--- config.mk ---
export PLATFORM = sky130hd
export DESIGN_NAME = selective_repeat_sender_window_flat
export DESIGN_NICKNAME = d
export VERILOG_FILES = /design/src/hdl/srsw_pkg.sv /design/src/hdl/srsw_if.sv /design/src/hdl/selective_repeat_sender_window.sv /design/src/hdl/srsw_ctrl.sv /design/src/hdl/srsw_dp.sv /design/src/flat_wrapper.sv
export SDC_FILE = /design/constraint.sdc
export NUM_CORES = 1
export LEC_CHECK = 0
export ABC_AREA = 1
export BUFFER_PORTS_ARGS = -buffer_cell sky130_fd_sc_hd__buf_2
export CORE_MARGIN = 2
export CORE_UTILIZATION = 30
export CTS_CLUSTER_DIAMETER = 200
export DETAILED_ROUTE_END_ITERATION = 8
export PLACE_DENSITY = 0.47
export SETUP_SLACK_MARGIN = 0.4
export SYNTH_ARGS = -nofsm -noshare
export SYNTH_HDL_FRONTEND = slang
export SYNTH_SLANG_ARGS = --single-unit
export TNS_END_PERCENT = 10
--- constraint.sdc ---
create_clock -name clk -period 11.64 [get_ports clk]
set_input_delay 0.582 -clock clk [delete_from_list [all_inputs] [get_ports clk]]
set_output_delay 0.582 -clock clk [all_outputs]
set_load 0.03 [all_outputs]
--- src/hdl/srsw_pkg.sv ---
package srsw_pkg;

	// Input opcodes.
	localparam logic [1:0] OP_START = 2'd0;
	localparam logic [1:0] OP_ACK   = 2'd1;
	localparam logic [1:0] OP_TICK  = 2'd2;

	// Configuration register indexes.
	localparam logic [1:0] CFG_WIN_SIZE = 2'd0;
	localparam logic [1:0] CFG_TIMEOUT  = 2'd1;
	localparam logic [1:0] CFG_TOTAL    = 2'd2;

	// Configuration reset values.
	localparam logic [4:0]  WIN_SIZE_RST = 5'd8;
	localparam logic [15:0] TIMEOUT_RST  = 16'd500;
	localparam logic [31:0] TOTAL_RST    = 32'd0;

	localparam logic [15:0] AGE_MAX = 16'hFFFF;

	// Commands from the controller to the datapath.
	typedef struct packed {
		logic init_start;
		logic ack_in;
		logic start_step;
		logic slide_step;
		logic tick_step;
		logic flush;
	} cmd_t;

	// Status from the datapath to the controller.
	typedef struct packed {
		logic out_free;
		logic start_more;
		logic slide_go;
		logic tick_last;
		logic cnt_zero;
	} sts_t;

endpackage

--- src/hdl/srsw_if.sv ---
interface srsw_req_if;
	logic        valid;
	logic        ready;
	logic [1:0]  opcode;
	logic [31:0] ack_seq;

	modport source (output valid, opcode, ack_seq, input ready);
	modport sink (input valid, opcode, ack_seq, output ready);
endinterface

interface srsw_rsp_if;
	logic        valid;
	logic        ready;
	logic        send_valid;
	logic [31:0] send_seq;
	logic        is_resend;
	logic        all_acked;
	logic        last;

	modport source (output valid, send_valid, send_seq, is_resend, all_acked, last, input ready);
	modport sink (input valid, send_valid, send_seq, is_resend, all_acked, last, output ready);
endinterface

--- src/hdl/selective_repeat_sender_window.sv ---
// Sender window of a selective-repeat ARQ link, handling sequence numbers only. Each request
// beat (start, acknowledgement, tick) yields one or more response beats, the final one flagged
// by last; a beat with send_valid set orders packet send_seq out, is_resend telling a timeout
// retransmission from a first send, and all_acked reports the window state after the request
// is done. One request is handled at a time and req.ready is high only while the block is
// idle. A start steps through min(window, total_chunks) entries, an acknowledgement through
// the slots the window slides, and a tick on an open window through all WINDOW_MAX entries,
// because the window entries live in a shift line that moves one entry per cycle, while the
// response register has room, past a single age and timeout unit; a tick on an empty window
// or an unused opcode steps no entry. Every response beat that waits on rsp.ready stalls the
// walk for as long as it waits. Configuration writes land on the clock edge where cfg_we is
// high and are to be made only while the block is idle.
module selective_repeat_sender_window #(
	parameter int WINDOW_MAX = 16
) (
	input  logic        clk,
	input  logic        arst_n,
	input  logic        cfg_we,
	input  logic [1:0]  cfg_index,
	input  logic [31:0] cfg_data,
	srsw_req_if.sink    req,
	srsw_rsp_if.source  rsp
);

	srsw_pkg::cmd_t cmd;
	srsw_pkg::sts_t sts;

	// The controller sequences each request: it takes the beat, then steps the
	// datapath one window entry per cycle while the response register has room,
	// and finally issues a flush that emits the closing beat.
	srsw_ctrl u_ctrl (
		.clk        (clk),
		.arst_n     (arst_n),
		.req_valid  (req.valid),
		.req_opcode (req.opcode),
		.req_ready  (req.ready),
		.sts        (sts),
		.cmd        (cmd)
	);

	// The datapath holds the configuration, the window pointers, the entry
	// marks and ages, and a one-deep holding register in front of the response
	// register. Holding each send back by one step lets the block tell whether
	// it is the final beat of its request.
	srsw_dp #(
		.WINDOW_MAX (WINDOW_MAX)
	) u_dp (
		.clk       (clk),
		.arst_n    (arst_n),
		.cfg_we    (cfg_we),
		.cfg_index (cfg_index),
		.cfg_data  (cfg_data),
		.ack_seq   (req.ack_seq),
		.cmd       (cmd),
		.sts       (sts),
		.rsp       (rsp)
	);

endmodule

--- src/hdl/srsw_ctrl.sv ---
module srsw_ctrl (
	input  logic              clk,
	input  logic              arst_n,
	input  logic              req_valid,
	input  logic [1:0]        req_opcode,
	output logic              req_ready,
	input  srsw_pkg::sts_t    sts,
	output srsw_pkg::cmd_t    cmd
);

	localparam logic [2:0] S_IDLE  = 3'd0;
	localparam logic [2:0] S_START = 3'd1;
	localparam logic [2:0] S_SLIDE = 3'd2;
	localparam logic [2:0] S_TICK  = 3'd3;
	localparam logic [2:0] S_FLUSH = 3'd4;

	logic [2:0] state_q;
	logic [2:0] state_d;

	assign req_ready = (state_q == S_IDLE);

	always_comb begin
		state_d = state_q;
		cmd     = '0;
		case (state_q)
			S_IDLE: begin
				if (req_valid) begin
					case (req_opcode)
						srsw_pkg::OP_START: begin
							cmd.init_start = 1'b1;
							state_d        = S_START;
						end
						srsw_pkg::OP_ACK: begin
							cmd.ack_in = 1'b1;
							state_d    = S_SLIDE;
						end
						srsw_pkg::OP_TICK: begin
							state_d = sts.cnt_zero ? S_FLUSH : S_TICK;
						end
						default: begin
							state_d = S_FLUSH;
						end
					endcase
				end
			end
			S_START: begin
				if (sts.out_free) begin
					if (sts.start_more) begin
						cmd.start_step = 1'b1;
					end else begin
						state_d = S_FLUSH;
					end
				end
			end
			S_SLIDE: begin
				if (sts.out_free) begin
					if (sts.slide_go) begin
						cmd.slide_step = 1'b1;
					end else begin
						state_d = S_FLUSH;
					end
				end
			end
			S_TICK: begin
				if (sts.out_free) begin
					cmd.tick_step = 1'b1;
					if (sts.tick_last) begin
						state_d = S_FLUSH;
					end
				end
			end
			S_FLUSH: begin
				if (sts.out_free) begin
					cmd.flush = 1'b1;
					state_d   = S_IDLE;
				end
			end
			default: begin
				state_d = S_IDLE;
			end
		endcase
	end

	always_ff @(posedge clk or negedge arst_n) begin
		if (!arst_n) begin
			state_q <= S_IDLE;
		end else begin
			state_q <= state_d;
		end
	end

endmodule

--- src/hdl/srsw_dp.sv ---
module srsw_dp #(
	parameter int WINDOW_MAX = 16
) (
	input  logic              clk,
	input  logic              arst_n,
	input  logic              cfg_we,
	input  logic [1:0]        cfg_index,
	input  logic [31:0]       cfg_data,
	input  logic [31:0]       ack_seq,
	input  srsw_pkg::cmd_t    cmd,
	output srsw_pkg::sts_t    sts,
	srsw_rsp_if.source        rsp
);

	localparam int CW = $clog2(WINDOW_MAX + 1);
	localparam int KW = (WINDOW_MAX > 1) ? $clog2(WINDOW_MAX) : 1;
	localparam logic [CW-1:0] WMAX_C = CW'(WINDOW_MAX);
	localparam logic [KW-1:0] K_LAST = KW'(WINDOW_MAX - 1);

	logic [4:0]    win_size_q;
	logic [15:0]   timeout_q;
	logic [31:0]   total_q;

	logic [31:0]   base_q;
	logic [31:0]   next_q;
	logic [CW-1:0] cnt_q;
	logic [CW-1:0] first_q;
	logic [KW-1:0] k_q;
	logic          active_q;

	logic          marks_q [WINDOW_MAX];
	logic [15:0]   age_q   [WINDOW_MAX];
	logic          marks_d [WINDOW_MAX];
	logic [15:0]   age_d   [WINDOW_MAX];

	logic          pend_v_q;
	logic [31:0]   pend_seq_q;
	logic          pend_rs_q;

	logic          out_v_q;
	logic          out_send_q;
	logic [31:0]   out_seq_q;
	logic          out_rs_q;
	logic          out_all_q;
	logic          out_last_q;

	logic [CW-1:0] w_eff;
	logic [CW-1:0] first_c;
	logic [CW-1:0] ins_idx;
	logic [31:0]   ack_dist;
	logic          ack_hit;
	logic          fresh;
	logic [15:0]   age0_inc;
	logic [15:0]   age0_new;
	logic          tick_live;
	logic          tick_fire;
	logic          ev_valid;
	logic [31:0]   ev_seq;
	logic          ev_rs;
	logic          load_mid;

	// Effective window: zero counts as one, anything above the storage depth is clamped.
	always_comb begin
		if (win_size_q == '0) begin
			w_eff = CW'(1);
		end else if (32'(win_size_q) > 32'(WINDOW_MAX)) begin
			w_eff = WMAX_C;
		end else begin
			w_eff = CW'(win_size_q);
		end
	end

	assign first_c   = (total_q < 32'(w_eff)) ? total_q[CW-1:0] : w_eff;
	assign ack_dist  = ack_seq - base_q;
	assign ack_hit   = cmd.ack_in && (ack_dist < 32'(cnt_q));
	assign fresh     = (cnt_q <= w_eff) && (next_q < total_q);
	assign ins_idx   = cnt_q - CW'(1);
	assign age0_inc  = (age_q[0] == srsw_pkg::AGE_MAX) ? age_q[0] : age_q[0] + 16'd1;
	assign tick_live = (CW'(k_q) < cnt_q) && !marks_q[0];
	assign tick_fire = tick_live && (age0_inc >= timeout_q);
	assign age0_new  = tick_live ? (tick_fire ? 16'd0 : age0_inc) : age_q[0];

	// Window entries sit in a shift line. A slide drops the front entry; a tick pass
	// rotates the whole line once so that every entry is aged at the front position.
	always_comb begin
		for (int i = 0; i < WINDOW_MAX; i++) begin
			marks_d[i] = marks_q[i];
			age_d[i]   = age_q[i];
		end
		if (cmd.init_start) begin
			for (int i = 0; i < WINDOW_MAX; i++) begin
				marks_d[i] = 1'b0;
				age_d[i]   = 16'd0;
			end
		end else if (ack_hit) begin
			for (int i = 0; i < WINDOW_MAX; i++) begin
				if (ack_dist[KW-1:0] == KW'(i)) begin
					marks_d[i] = 1'b1;
				end
			end
		end else if (cmd.slide_step) begin
			for (int i = 0; i < WINDOW_MAX - 1; i++) begin
				marks_d[i] = marks_q[i+1];
				age_d[i]   = age_q[i+1];
			end
			marks_d[WINDOW_MAX-1] = 1'b0;
			age_d[WINDOW_MAX-1]   = 16'd0;
			for (int i = 0; i < WINDOW_MAX; i++) begin
				if (fresh && (CW'(i) == ins_idx)) begin
					marks_d[i] = 1'b0;
					age_d[i]   = 16'd0;
				end
			end
		end else if (cmd.tick_step) begin
			for (int i = 0; i < WINDOW_MAX - 1; i++) begin
				marks_d[i] = marks_q[i+1];
				age_d[i]   = age_q[i+1];
			end
			marks_d[WINDOW_MAX-1] = marks_q[0];
			age_d[WINDOW_MAX-1]   = age0_new;
		end
	end

	always_comb begin
		ev_valid = 1'b0;
		ev_seq   = next_q;
		ev_rs    = 1'b0;
		if (cmd.start_step) begin
			ev_valid = 1'b1;
		end else if (cmd.slide_step) begin
			ev_valid = fresh;
		end else if (cmd.tick_step) begin
			ev_valid = tick_fire;
			ev_seq   = base_q + 32'(k_q);
			ev_rs    = 1'b1;
		end
	end

	assign load_mid = ev_valid && pend_v_q;

	always_ff @(posedge clk or negedge arst_n) begin
		if (!arst_n) begin
			win_size_q <= srsw_pkg::WIN_SIZE_RST;
			timeout_q  <= srsw_pkg::TIMEOUT_RST;
			total_q    <= srsw_pkg::TOTAL_RST;
			base_q     <= '0;
			next_q     <= '0;
			cnt_q      <= '0;
			first_q    <= '0;
			k_q        <= '0;
			active_q   <= 1'b0;
			pend_v_q   <= 1'b0;
			out_v_q    <= 1'b0;
			for (int i = 0; i < WINDOW_MAX; i++) begin
				marks_q[i] <= 1'b0;
				age_q[i]   <= 16'd0;
			end
		end else begin
			if (cfg_we) begin
				case (cfg_index)
					srsw_pkg::CFG_WIN_SIZE: win_size_q <= cfg_data[4:0];
					srsw_pkg::CFG_TIMEOUT:  timeout_q  <= cfg_data[15:0];
					srsw_pkg::CFG_TOTAL:    total_q    <= cfg_data;
					default: ;
				endcase
			end
			for (int i = 0; i < WINDOW_MAX; i++) begin
				marks_q[i] <= marks_d[i];
				age_q[i]   <= age_d[i];
			end
			if (cmd.init_start) begin
				base_q   <= '0;
				next_q   <= '0;
				cnt_q    <= '0;
				first_q  <= first_c;
				active_q <= 1'b1;
			end
			if (cmd.start_step) begin
				next_q <= next_q + 32'd1;
				cnt_q  <= cnt_q + CW'(1);
			end
			if (cmd.slide_step) begin
				base_q <= base_q + 32'd1;
				if (fresh) begin
					next_q <= next_q + 32'd1;
				end else begin
					cnt_q <= cnt_q - CW'(1);
				end
			end
			if (cmd.tick_step) begin
				k_q <= (k_q == K_LAST) ? '0 : k_q + KW'(1);
			end
			if (ev_valid) begin
				pend_v_q <= 1'b1;
			end else if (cmd.flush) begin
				pend_v_q <= 1'b0;
			end
			if (load_mid || cmd.flush) begin
				out_v_q <= 1'b1;
			end else if (rsp.ready) begin
				out_v_q <= 1'b0;
			end
		end
	end

	always_ff @(posedge clk) begin
		if (ev_valid) begin
			pend_seq_q <= ev_seq;
			pend_rs_q  <= ev_rs;
		end
		// A send that is followed by another one never ends with an empty window,
		// so its all_acked is zero.
		if (load_mid) begin
			out_send_q <= 1'b1;
			out_seq_q  <= pend_seq_q;
			out_rs_q   <= pend_rs_q;
			out_all_q  <= 1'b0;
			out_last_q <= 1'b0;
		end else if (cmd.flush) begin
			out_send_q <= pend_v_q;
			out_seq_q  <= pend_v_q ? pend_seq_q : 32'd0;
			out_rs_q   <= pend_v_q && pend_rs_q;
			out_all_q  <= active_q && (cnt_q == '0);
			out_last_q <= 1'b1;
		end
	end

	assign sts.out_free   = !out_v_q || rsp.ready;
	assign sts.start_more = (cnt_q < first_q);
	assign sts.slide_go   = (cnt_q != '0) && marks_q[0];
	assign sts.tick_last  = (k_q == K_LAST);
	assign sts.cnt_zero   = (cnt_q == '0);

	assign rsp.valid      = out_v_q;
	assign rsp.send_valid = out_send_q;
	assign rsp.send_seq   = out_seq_q;
	assign rsp.is_resend  = out_rs_q;
	assign rsp.all_acked  = out_all_q;
	assign rsp.last       = out_last_q;

endmodule

--- src/flat_wrapper.sv ---
// flat-port wrapper written by rule: the top's interface ports become plain ports
module selective_repeat_sender_window_flat 
#(
	parameter int WINDOW_MAX = 16
)
  (clk, arst_n, cfg_we, cfg_index, cfg_data, req_valid, req_opcode, req_ack_seq, req_ready, rsp_valid, rsp_send_valid, rsp_send_seq, rsp_is_resend, rsp_all_acked, rsp_last, rsp_ready);
  srsw_req_if req_i ();
  srsw_rsp_if rsp_i ();
  input  logic clk;
  input  logic arst_n;
  input  logic cfg_we;
  input  logic [1:0] cfg_index;
  input  logic [31:0] cfg_data;
  input wire logic [$bits(req_i.valid)-1:0] req_valid;
  input wire logic [$bits(req_i.opcode)-1:0] req_opcode;
  input wire logic [$bits(req_i.ack_seq)-1:0] req_ack_seq;
  output wire logic [$bits(req_i.ready)-1:0] req_ready;
  output wire logic [$bits(rsp_i.valid)-1:0] rsp_valid;
  output wire logic [$bits(rsp_i.send_valid)-1:0] rsp_send_valid;
  output wire logic [$bits(rsp_i.send_seq)-1:0] rsp_send_seq;
  output wire logic [$bits(rsp_i.is_resend)-1:0] rsp_is_resend;
  output wire logic [$bits(rsp_i.all_acked)-1:0] rsp_all_acked;
  output wire logic [$bits(rsp_i.last)-1:0] rsp_last;
  input wire logic [$bits(rsp_i.ready)-1:0] rsp_ready;
  assign req_i.valid = req_valid;
  assign req_i.opcode = req_opcode;
  assign req_i.ack_seq = req_ack_seq;
  assign req_ready = req_i.ready;
  assign rsp_valid = rsp_i.valid;
  assign rsp_send_valid = rsp_i.send_valid;
  assign rsp_send_seq = rsp_i.send_seq;
  assign rsp_is_resend = rsp_i.is_resend;
  assign rsp_all_acked = rsp_i.all_acked;
  assign rsp_last = rsp_i.last;
  assign rsp_i.ready = rsp_ready;
  selective_repeat_sender_window #(.WINDOW_MAX(WINDOW_MAX)) u_core (.clk(clk), .arst_n(arst_n), .cfg_we(cfg_we), .cfg_index(cfg_index), .cfg_data(cfg_data), .req(req_i), .rsp(rsp_i));
endmodule
* After elaboration in Yosys (flattened, before gate mapping)
Cells that the tools add are included.
** Word-level totals
- Input bits :: 73
- Register bits after elaboration :: 478
- Word-level logic and storage cells :: 305
- Output and inout port bits :: 38
** Cells by class
- Multiplexer cells :: 111
- Order comparisons :: 8
- Reductions and logical operators :: 63
- Eq/ne operators :: 64
- Add/subtract/negate cells :: 8
** Operator list (count)
- $mux W256 :: 4
- $mux W32 :: 12
- $mux W16 :: 22
- $add A32 B1 Y32 const B :: 2
- $lt A32 B5 Y1 :: 2
- $mux W1 :: 52
- $ne A3 B1 Y1 const B :: 16
- $reduce_and A2 Y1 :: 20
- $eq A4 B4 Y1 const B :: 9
- $eq A4 B5 Y1 const A :: 7
- $mux W5 :: 7
- $add A32 B4 Y32 :: 1
- $lt A32 B32 Y1 :: 1
- $sub A32 B32 Y32 :: 1
- $mux W3 :: 9
- $logic_and A1 B1 Y1 :: 23
- $eq A3 B5 Y1 const A :: 4
- $add A16 B1 Y16 const B :: 1
- $eq A16 B16 Y1 const B :: 1
- $eq A4 B3 Y1 const B :: 4
- $ge A16 B16 Y1 :: 1
- $logic_not A5 Y1 :: 3
- $pmux W3 S5 :: 1
- $ne A2 B1 Y1 const B :: 6
- 31 further kinds :: 45

* Longest topological paths before layout
Gate-level depths: netlist (run 1).
- Depth after elaboration :: 10
- Gate-level depth with buffers :: 25

* Hierarchy
From an unflattened synthesis (run 1), not the netlist that was laid out.
** Second synthesis, totals
- Cells, all modules :: 3626
- Area, all modules :: 27950.6 um2
** By module, submodules not included
- srsw_dp :: area an instance 27636.5 um2, cells an instance 3572, instances 1
- srsw_ctrl :: area an instance 314.1 um2, cells an instance 54, instances 1

* Worst setup path before layout (run 1)
Ideal clock, no wire load.
- Kind :: reg2reg
- Start :: reg u_core.u_dp.age_q[242] (netlist name)
- End :: reg u_core.u_dp.out_rs_q (netlist: u_core.u_dp.rsp.is_resend) (enable)
- Cell stages (with the launch flop) :: 22
- Data arrival time :: 4.302 ns
- Path buffers :: 0
- Slack :: 6.947 ns
- Period minus slack after synthesis :: 4.693 ns
- Data required time :: 11.249 ns
- Path through :: dfrtp_1 inv_1 nor3_1 nand2_1 nor2_1 inv_1 nor2_1 nand2_1 nand4_1 xor2_1 inv_1 ha_1 nand2_1 nor2_1 nand2_1 o211ai_1 nand2_1 nand3_1 nand2_1 o21ai_2 nand2_1 nand2_1
** Between the ends
- Longest elaborated chain between the ends :: 9
** Ends and longest elaborated chain
- start: declaration :: RTL line srsw_dp.sv:32 : logic [15:0] age_q [WINDOW_MAX];
- start signal: indexed assignment :: RTL line srsw_dp.sv:169 : age_q[i] <= age_d[i];
- $add A16 B1 Y16 or $eq A16 B16 Y1 (tied branches) :: RTL line srsw_dp.sv:78 : assign age0_inc = (age_q[0] == srsw_pkg::AGE_MAX) ? age_q[0] : age_q[0] + 16'd1;
- $mux W16 * :: RTL line srsw_dp.sv:78
- $ge A16 B16 Y1 * :: RTL line srsw_dp.sv:80 : assign tick_fire = tick_live && (age0_inc >= timeout_q);
- $logic_and A1 B1 Y1 * :: RTL line srsw_dp.sv:80
- $mux W1 * :: RTL line srsw_dp.sv:132 : end else if (cmd.tick_step) begin
- $mux W1 * :: RTL line srsw_dp.sv:130 : end else if (cmd.slide_step) begin
- $mux W1 * :: RTL line srsw_dp.sv:128 : if (cmd.start_step) begin
- via u_core.u_dp.ev_valid :: RTL line srsw_dp.sv:57 : logic ev_valid;
- $logic_and A1 B1 Y1 * :: RTL line srsw_dp.sv:139 : assign load_mid = ev_valid && pend_v_q;
- $reduce_bool A2 Y1 (no line) *
- end signal: assignment :: RTL line srsw_dp.sv:216 : out_rs_q <= pend_rs_q;
- end signal: assignment :: RTL line srsw_dp.sv:222 : out_rs_q <= pend_v_q && pend_rs_q;
- end: declaration :: RTL line srsw_dp.sv:43 : logic out_rs_q;
The timed path passes the listed nets; every way through them passes the cells marked *.
A chain may end at the register's enable or synchronous reset.

* Final worst setup path (run 1)
- Start :: reg u_core.u_dp.next_q[27]
- End :: reg u_core.u_dp.out_seq_q[30] (netlist: u_core.u_dp.rsp.send_seq[30]) (enable)
** Between the ends
- Longest elaborated chain between the ends :: 6
** Ends and longest elaborated chain
- start: declaration :: RTL line srsw_dp.sv:25 : logic [31:0] next_q;
- start signal: assignment :: RTL line srsw_dp.sv:179 : next_q <= next_q + 32'd1;
- start signal: assignment :: RTL line srsw_dp.sv:185 : next_q <= next_q + 32'd1;
- $lt A32 B32 Y1 :: RTL line srsw_dp.sv:76 : assign fresh = (cnt_q <= w_eff) && (next_q < total_q);
- $logic_and A1 B1 Y1 :: RTL line srsw_dp.sv:76
- $mux W1 :: RTL line srsw_dp.sv:130
- $mux W1 :: RTL line srsw_dp.sv:128
- via u_core.u_dp.ev_valid :: RTL line srsw_dp.sv:57
- $logic_and A1 B1 Y1 :: RTL line srsw_dp.sv:139
- $reduce_bool A2 Y1 (no line)
- end signal: assignment :: RTL line srsw_dp.sv:215 : out_seq_q <= pend_seq_q;
- end signal: assignment :: RTL line srsw_dp.sv:221 : out_seq_q <= pend_v_q ? pend_seq_q : 32'd0;
- end: declaration :: RTL line srsw_dp.sv:42 : logic [31:0] out_seq_q;
The timed path passes the listed nets, and every way through them passes these cells.

==> out/qor.csv, run 1 <==
metric;value;unit
fin_ws;6.93;ns
core_area;0.0868;mm²
final_area;0.0299;mm²
cts_buffer_depth;3;
fp.dieH;300;µm
crit_chain;ha_1, nand2_1, inv_1, o21ai_1, a21oi_1, or2_0, a21oi_1, nand4_1, nand2_1, buf_4, inv_1, o21ai_4, buf_4, nand2_1, nand2_1, buf_4;
clock_sinks;478;
die-area;0.0899;mm²
synth_fp_nets;3558;
max_slew_margin;26.1;%
start_util;30.3;%
cap_violations;0;
synth_edf_count;66;
critPathKind;register to register;
cts_tree;done;
worst_path_dominant_cell_family;buffers and inverters;
rsz0062_at_grt;no;
synthFlopType;dfrtp_1;
port_buffers;110;
postCtsResizedCells;0;
seq_area_frac_synth;46.8;%
grt_max_degree;122;
drt-total-wl;77.9;mm
antenna_left;0;
vias;22241;
min_period;4.71;ns
multi_input_area;0.0119;mm²
syn_area;0.0263;mm²
grt_pass1_wl;124;mm
regArea;0.0123;mm²
hp-class;input pin to async pin;
synth_top_cells_by_count;nand2_1 (863), dfrtp_1 (402), inv_1 (392), o21ai_0 (374), nand3_1 (368);
path_clk_slew;0.07;ns
cts_setup_buffers;0;
nets;3616;
fin_skew;0.0682;ns
critPathArrivalTime;5.01;ns
timing.fmax;213;MHz
wl_per_cell;16.8;µm
routabilityCongestion;0.857;
overflow;0;
cpMostUsedCell;nand2_1;
syn_to_final_growth;13.9;%
drive_gt1_share;8.37;%
cp-end-kind;register;
synth.distinct_cells;54;
crit_buf_inv;5;
yosysTopAreaCell;dfrtp_1;
place_hpwl;55.3;mm
setup_violations;0;
grt_usage;17.2;%
final_util;34.5;%
critPathSlowestCell;dfrtp_1;
vias_per_cell;4.80;
postSynth.asyncResetShare;85.6;%
synthTopCellsByArea;dfrtp_1 (38%), nand2_1 (12%), edfxtp_1 (7.5%);
io_pins;111;
clock-root-buffer;clkbuf_16;
grt_pass1_vias;21607;
timing.hold.ws;0.0279;ns
yosysWarningCount;0;
rows;108;
final.fill_count;9297;
required;11.94;ns
dr.pass1.iters;5;
cp-start-kind;register;
slew_viol_final;0;
power.density;214;mW/mm²
fin_crit_sh;40.4;%
ir_drop;0.134;mV
tightestPinTransition;1.11;ns
yosysMostFrequentCell;nand2_1;
ctsHoldBuffers;0;
synthCells;3371;
die_width;300;µm
hold_violations;0;
dpl-instance-area;0.0279;mm²
grt_antenna_before_repair;1;
synth_seq_cells;478;
status;complete, no violations;
insertion_delay;0.66;ns
synth_area_per_cell;7.79;µm²
p_leak;13.9;nW
tns;0;ns
cts_made_buffers;57;
path_max_fanout;36;
drt_iter0_drc;1708;
drc;0;
netlist.area_leader.share;38.3;%
dpl_worst_slack;6.72;ns
critical-path-max-stage-delay;0.54;ns
h-tree-depth;2;
[cell families after synthesis]
group           after synthesis  share of synthesized area [%]
fa+ha+maj                   114                           5.49
buf+inv                     543                           8.14
flops                       478                           46.8
compound gates              620                           12.4
xor+xnor                     43                           1.43
simple gates               1569                           25.6
mux                           4                          0.153
[metal layers]
layer,global-route usage [%],wire length [µm],share of wire [%],vias up
li1,-,-,-,11211
met1,25.7,39100,50,10603
met2,26.4,34400,44,354
met3,2.23,3190,4.1,73
met4,3.71,1230,1.6,0
met5,0,0,0,-
[sequential cells by signal (all words and copies together), names as in the netlist, 3 cells and up]
name	flops
u_core.u_dp.total_q	32
u_core.u_dp.pend_seq_q	32
u_core.u_dp.age_q	256
u_core.u_dp.win_size_q	5
u_core.u_dp.cnt_q	5
u_core.u_dp.marks_q	16
u_core.u_dp.k_q	4
u_core.u_dp.timeout_q	16
u_core.u_dp.next_q	32
u_core.u_dp.base_q	32
u_core.u_dp.rsp.send_seq	32
u_core.u_dp.first_q	5
u_core.u_ctrl.state_q	3
[layout make-up]
type / count / area share (%)
Multi-Input combinational cell: 2350 / 39.7
Clock inverter: 29 / 1.31
Antenna cell: 1 / 0.00837
Clock buffer: 79 / 5.42
Sequential cell: 478 / 41.1
Tap cell: 1155 / 4.83
Inverter: 403 / 5.07
Timing Repair Buffer: 139 / 2.60
[layout by cell type (no fill, tap or decap), drive strengths merged, types with 36 or more instances in the layout]
master and instances:
nand2 881, inv 405, dfrtp 402, o21ai 397
nand3 372, nor2 218, a21oi 151, buf 139
ha 112, clkbuf 79, edfxtp 66, nor3 45
xor2 36
[through the flow]
stage / std cells / power [mW]
floorplan: 3371 / 3.81
global placement: 4525 / 4.51
detailed placement: 4525 / 4.51
CTS: 4633 / 6.46
global route: 4633 / 6.84
finish: 4634 / 6.38
[final timing paths]
path,depth (start not counted),from,to,slack (ns)
worst max-delay path,16,u_core.u_dp.next_q[27],u_core.u_dp.rsp.send_seq[30],6.93
worst min register to register,2,u_core.u_dp.pend_seq_q[14],u_core.u_dp.rsp.send_seq[14],0.47
worst min-delay path,1,arst_n,u_core.u_dp.age_q[84],0.03
min in group clk,3,cfg_data[24],u_core.u_dp.total_q[24],0.19
worst max register to register,16,u_core.u_dp.next_q[27],u_core.u_dp.rsp.send_seq[30],6.93
max in group asynchronous,3,arst_n,u_core.u_dp.next_q[26],9.29
[power breakdown]
part / internal, mW / total [mW] / switching, mW
Combinational: 0.623 / 2.05 / 1.42
Clock: 1.14 / 1.91 / 0.776
Sequential: 2.11 / 2.43 / 0.319
Total: 3.87 / 6.38 / 2.52
(Power assumes the default switching activity.)
==> inputs of run 2 (changes only) <==
ABC_AREA = 0   (was 1)
clock period = 4.36 ns   (was 11.64 ns; I/O delays follow)
==> run 2 against run 1 <==
- setup slack got worse by 6.6 ns
- power rose by 110%
- combinational power rose by 59%
- non-clock buffer count rose by 61
- sequential power rose by 120%
- sequential share of layout area rose by 2.0 points
- synthesized cell count fell by 34%
- critical path type unchanged
==> out/qor.csv, run 2 <==
metric;value;unit;change
syn_to_final_growth;17.9;%;
largest_register;u_core.u_dp.age_q;;
final.fill_count;8075;;-13%
rows;104;;-3.7%
die_width;288;µm;-4.0%
dpl_worst_slack;-0.108;ns;-6.83 ns
yosysTopAreaCell;dfrtp_1;;
yosysMostFrequentCell;dfrtp_1;;
pwr-share-comb;24.7;%;-7.4 points
path_clk_slew;0.06;ns;about the same
syn_area;0.0242;mm²;-8.0%
netlist.area_leader.share;41.6;%;+3.3 points
crit_path_start;u_core.u_dp.age_q[244];;
seq_area_frac_synth;50.8;%;+4.0 points
grt_max_degree;134;;+9.8%
timing.fmax;250;MHz;+18%
cap_violations;0;;unchanged
clock-root-buffer;clkbuf_16;;
ir_drop;0.272;mV;+100%
grt_use_met3;2.31;%;+0.073 points
grt_usage;16.8;%;-0.40 points
fp.dieH;288;µm;-4.0%
rsz0062_at_grt;yes;;
status;complete, no violations;;
synthTopCellsByArea;dfrtp_1 (42%), a22o_1 (8.8%), edfxtp_1 (8.2%);;
insertion_delay;0.60;ns;-0.06 ns
path_max_fanout;16;;-56%
wl_per_cell;20.1;µm;+19%
h-tree-depth;2;;unchanged
power;13.2;mW;+110%
final_area;0.0285;mm²;-4.7%
synth_seq_cells;478;;unchanged
drt-total-wl;69.9;mm;-10%
grt_antenna_before_repair;0;;-1
grt_pass1_vias;18100;;-16%
timing.hold.ws;0.0693;ns;+0.0414 ns
fin_crit_sh;91.8;%;+51 points
cts_tree;done;;
final_util;35.5;%;+1.1 points
tns;0;ns;unchanged
hold_start;cfg_index[1];;
drc;0;;unchanged
io_pins;111;;unchanged
final_cell_count_no_fill;3480;;-25%
synth_top_cells_by_count;dfrtp_1 (402), a22o_1 (242), nand2_1 (212), inv_1 (115);;
use_met1;25.7;%;+0.059 points
cp-end-kind;register;;
drt_iter0_drc;1535;;-10%
postSynth.asyncResetShare;85.6;%;unchanged
cts_made_buffers;51;;-11%
critPathArrivalTime;4.30;ns;-0.71 ns
setup_violations;0;;unchanged
max_slew_margin;29.0;%;+2.8 points
intPower;8.79;mW;+130%
final_cell_mix;dfrtp_1 (401), a22o_1 (242), nand2_1 (211);;
antenna_left;0;;unchanged
vias;18267;;-18%
multi_input_area;0.0112;mm²;-5.2%
power.density;464;mW/mm²;+120%
die-area;0.0828;mm²;-7.9%
largest_register_ffs;256;;unchanged
use_met2;25.0;%;-1.4 points
diodes;0;;-1
synth.distinct_cells;88;;+63%
clock_sinks;478;;unchanged
hold_violations;0;;unchanged
routabilityCongestion;0.856;;-0.11%
overflow;0;;unchanged
cts_buffer_depth;3;;unchanged
grt-busiest-layer;met1;;
slew_viol_final;0;;unchanged
synth_area_per_cell;10.8;µm²;+39%
yosysWarningCount;0;;unchanged
vias_per_cell;5.25;;+9.4%
nets;2566;;-29%
synth_edf_count;66;;unchanged
p_clk_share;34.1;%;+4.2 points
hp-class;input pin to register;;
min_period;4.00;ns;-0.705 ns
synthCells;2239;;-34%
seqPwrFrac;41.2;%;+3.2 points
dp_cells;3340;;-26%
tightestPinTransition;1.07;ns;-0.0424 ns
synth_fp_nets;2426;;-32%
r2r-start;u_core.u_dp.age_q[244];;
start_util;30.1;%;-0.11 points
final_common_cell;dfrtp_1;;
regArea;0.0123;mm²;about the same
place_hpwl;49.3;mm;-11%
port_buffers;110;;unchanged
core_area;0.0802;mm²;-7.6%
synthFlopType;dfrtp_1;;
fin_ws;0.359;ns;-6.57 ns
cp-start-kind;register;;
critPathKind;register to register;;
grt_pass1_wl;109;mm;-12%
p_leak;12.7;nW;-8.6%
dpl-instance-area;0.0260;mm²;-6.7%
required;4.66;ns;-7.28 ns
drive_gt1_share;16.0;%;+7.6 points
dr.pass1.iters;5;;unchanged
switching_share;33.5;%;-6.0 points
switchingPower;4.42;mW;+76%
fin_skew;0.0142;ns;-0.0540 ns
-- run 2: cell types whose count changed in the layout (fill, tap and decap cells not counted), moves of 36 or more --
| cell | before | now |
|---|---|---|
| a21oi_1 | 151 | 62 |
| a22o_1 | 15 | 242 |
| inv_1 | 392 | 112 |
| nor2_1 | 207 | 78 |
| a21o_1 | 3 | 39 |
| o21ai_0 | 374 | 108 |
| nand4_1 | 21 | 58 |
| xnor2_1 | 7 | 53 |
| nand2_1 | 862 | 211 |
| mux2_2 | 0 | 57 |
| nand3_1 | 367 | 83 |
-- run 2: timing repair --
action / in CTS / in global routing
gates cloned: 1 / 1
endpoints found under the hold margin: 144 / 0
resized for setup: 3 / 40
setup buffers: 1 / 10
hold buffers: 33 / 0
pin swaps: 1 / 19
endpoints found under the setup margin: 83 / 292
-- run 2: power groups by stage --
stage	clock (mW)	sequential [mW]	combinational, mW
floorplan	0	5.54	1.87
global placement	0	5.52	3.07
detailed placement	0	5.52	3.11
CTS	4.64	5.44	3.20
global route	4.83	5.49	3.60
finish	4.51	5.44	3.26
-- run 2: worst max-delay path: stages (launching register included) --
cell and delay, ns:
dfrtp_1 0.37, and4_4 0.25, and3_4 0.21, nand4_1 0.13, or3_4 0.40, mux2_2 0.31
ha_1 0.28, a21o_1 0.11, a21o_1 0.12, a211oi_1 0.07, o21bai_1 0.14, a31oi_1 0.12
o41a_1 0.44, o21a_4 0.26, buf_12 0.14, o21ai_4 0.16, buf_12 0.18
-- run 2: final cells by class --
cell class                      count  share of cell area (%)
Clock buffer                       69                    5.04
Tap cell                         1060                    4.66
Multi-Input combinational cell   1531                    39.5
Timing Repair Buffer              200                    5.09
Sequential cell                   478                    43.1
Clock inverter                     25                    1.02
Inverter                          117                    1.60
-- run 2: routing by layer --
layer  part of all wire (%)  up-vias
met1                     51     9191
met4                    1.5        0
met5                      0        -
li1                       -     8579
met3                    4.5       73
met2                     43      424
-- run 2: logic make-up (layout without fill, tap and decap cells) --
logic type,Yosys count,after routing,synth area share (%)
flip-flops,478,478,50.8
adder cells (fa/ha/maj),114,114,5.96
AND/OR/NAND/NOR,630,630,13.3
buffers and inverters,231,411,3.83
XOR/XNOR,71,71,2.57
AO/OA/AOI/OAI,621,622,19.3
multiplexers,94,94,4.19
-- run 2: path summary, 6_finish.rpt --
check	end	slack (ns)	cells past startpoint
worst max-delay path	u_core.u_dp.rsp.send_seq[26]	0.36	16
worst min-delay path	u_core.u_dp.win_size_q[4]	0.07	4
worst max register to register	u_core.u_dp.rsp.send_seq[26]	0.36	16
worst min register to register	u_core.u_dp.active_q	0.48	1
max in group asynchronous	u_core.u_dp.total_q[21]	2.88	3
min in group asynchronous	u_core.u_dp.age_q[52]	0.26	2
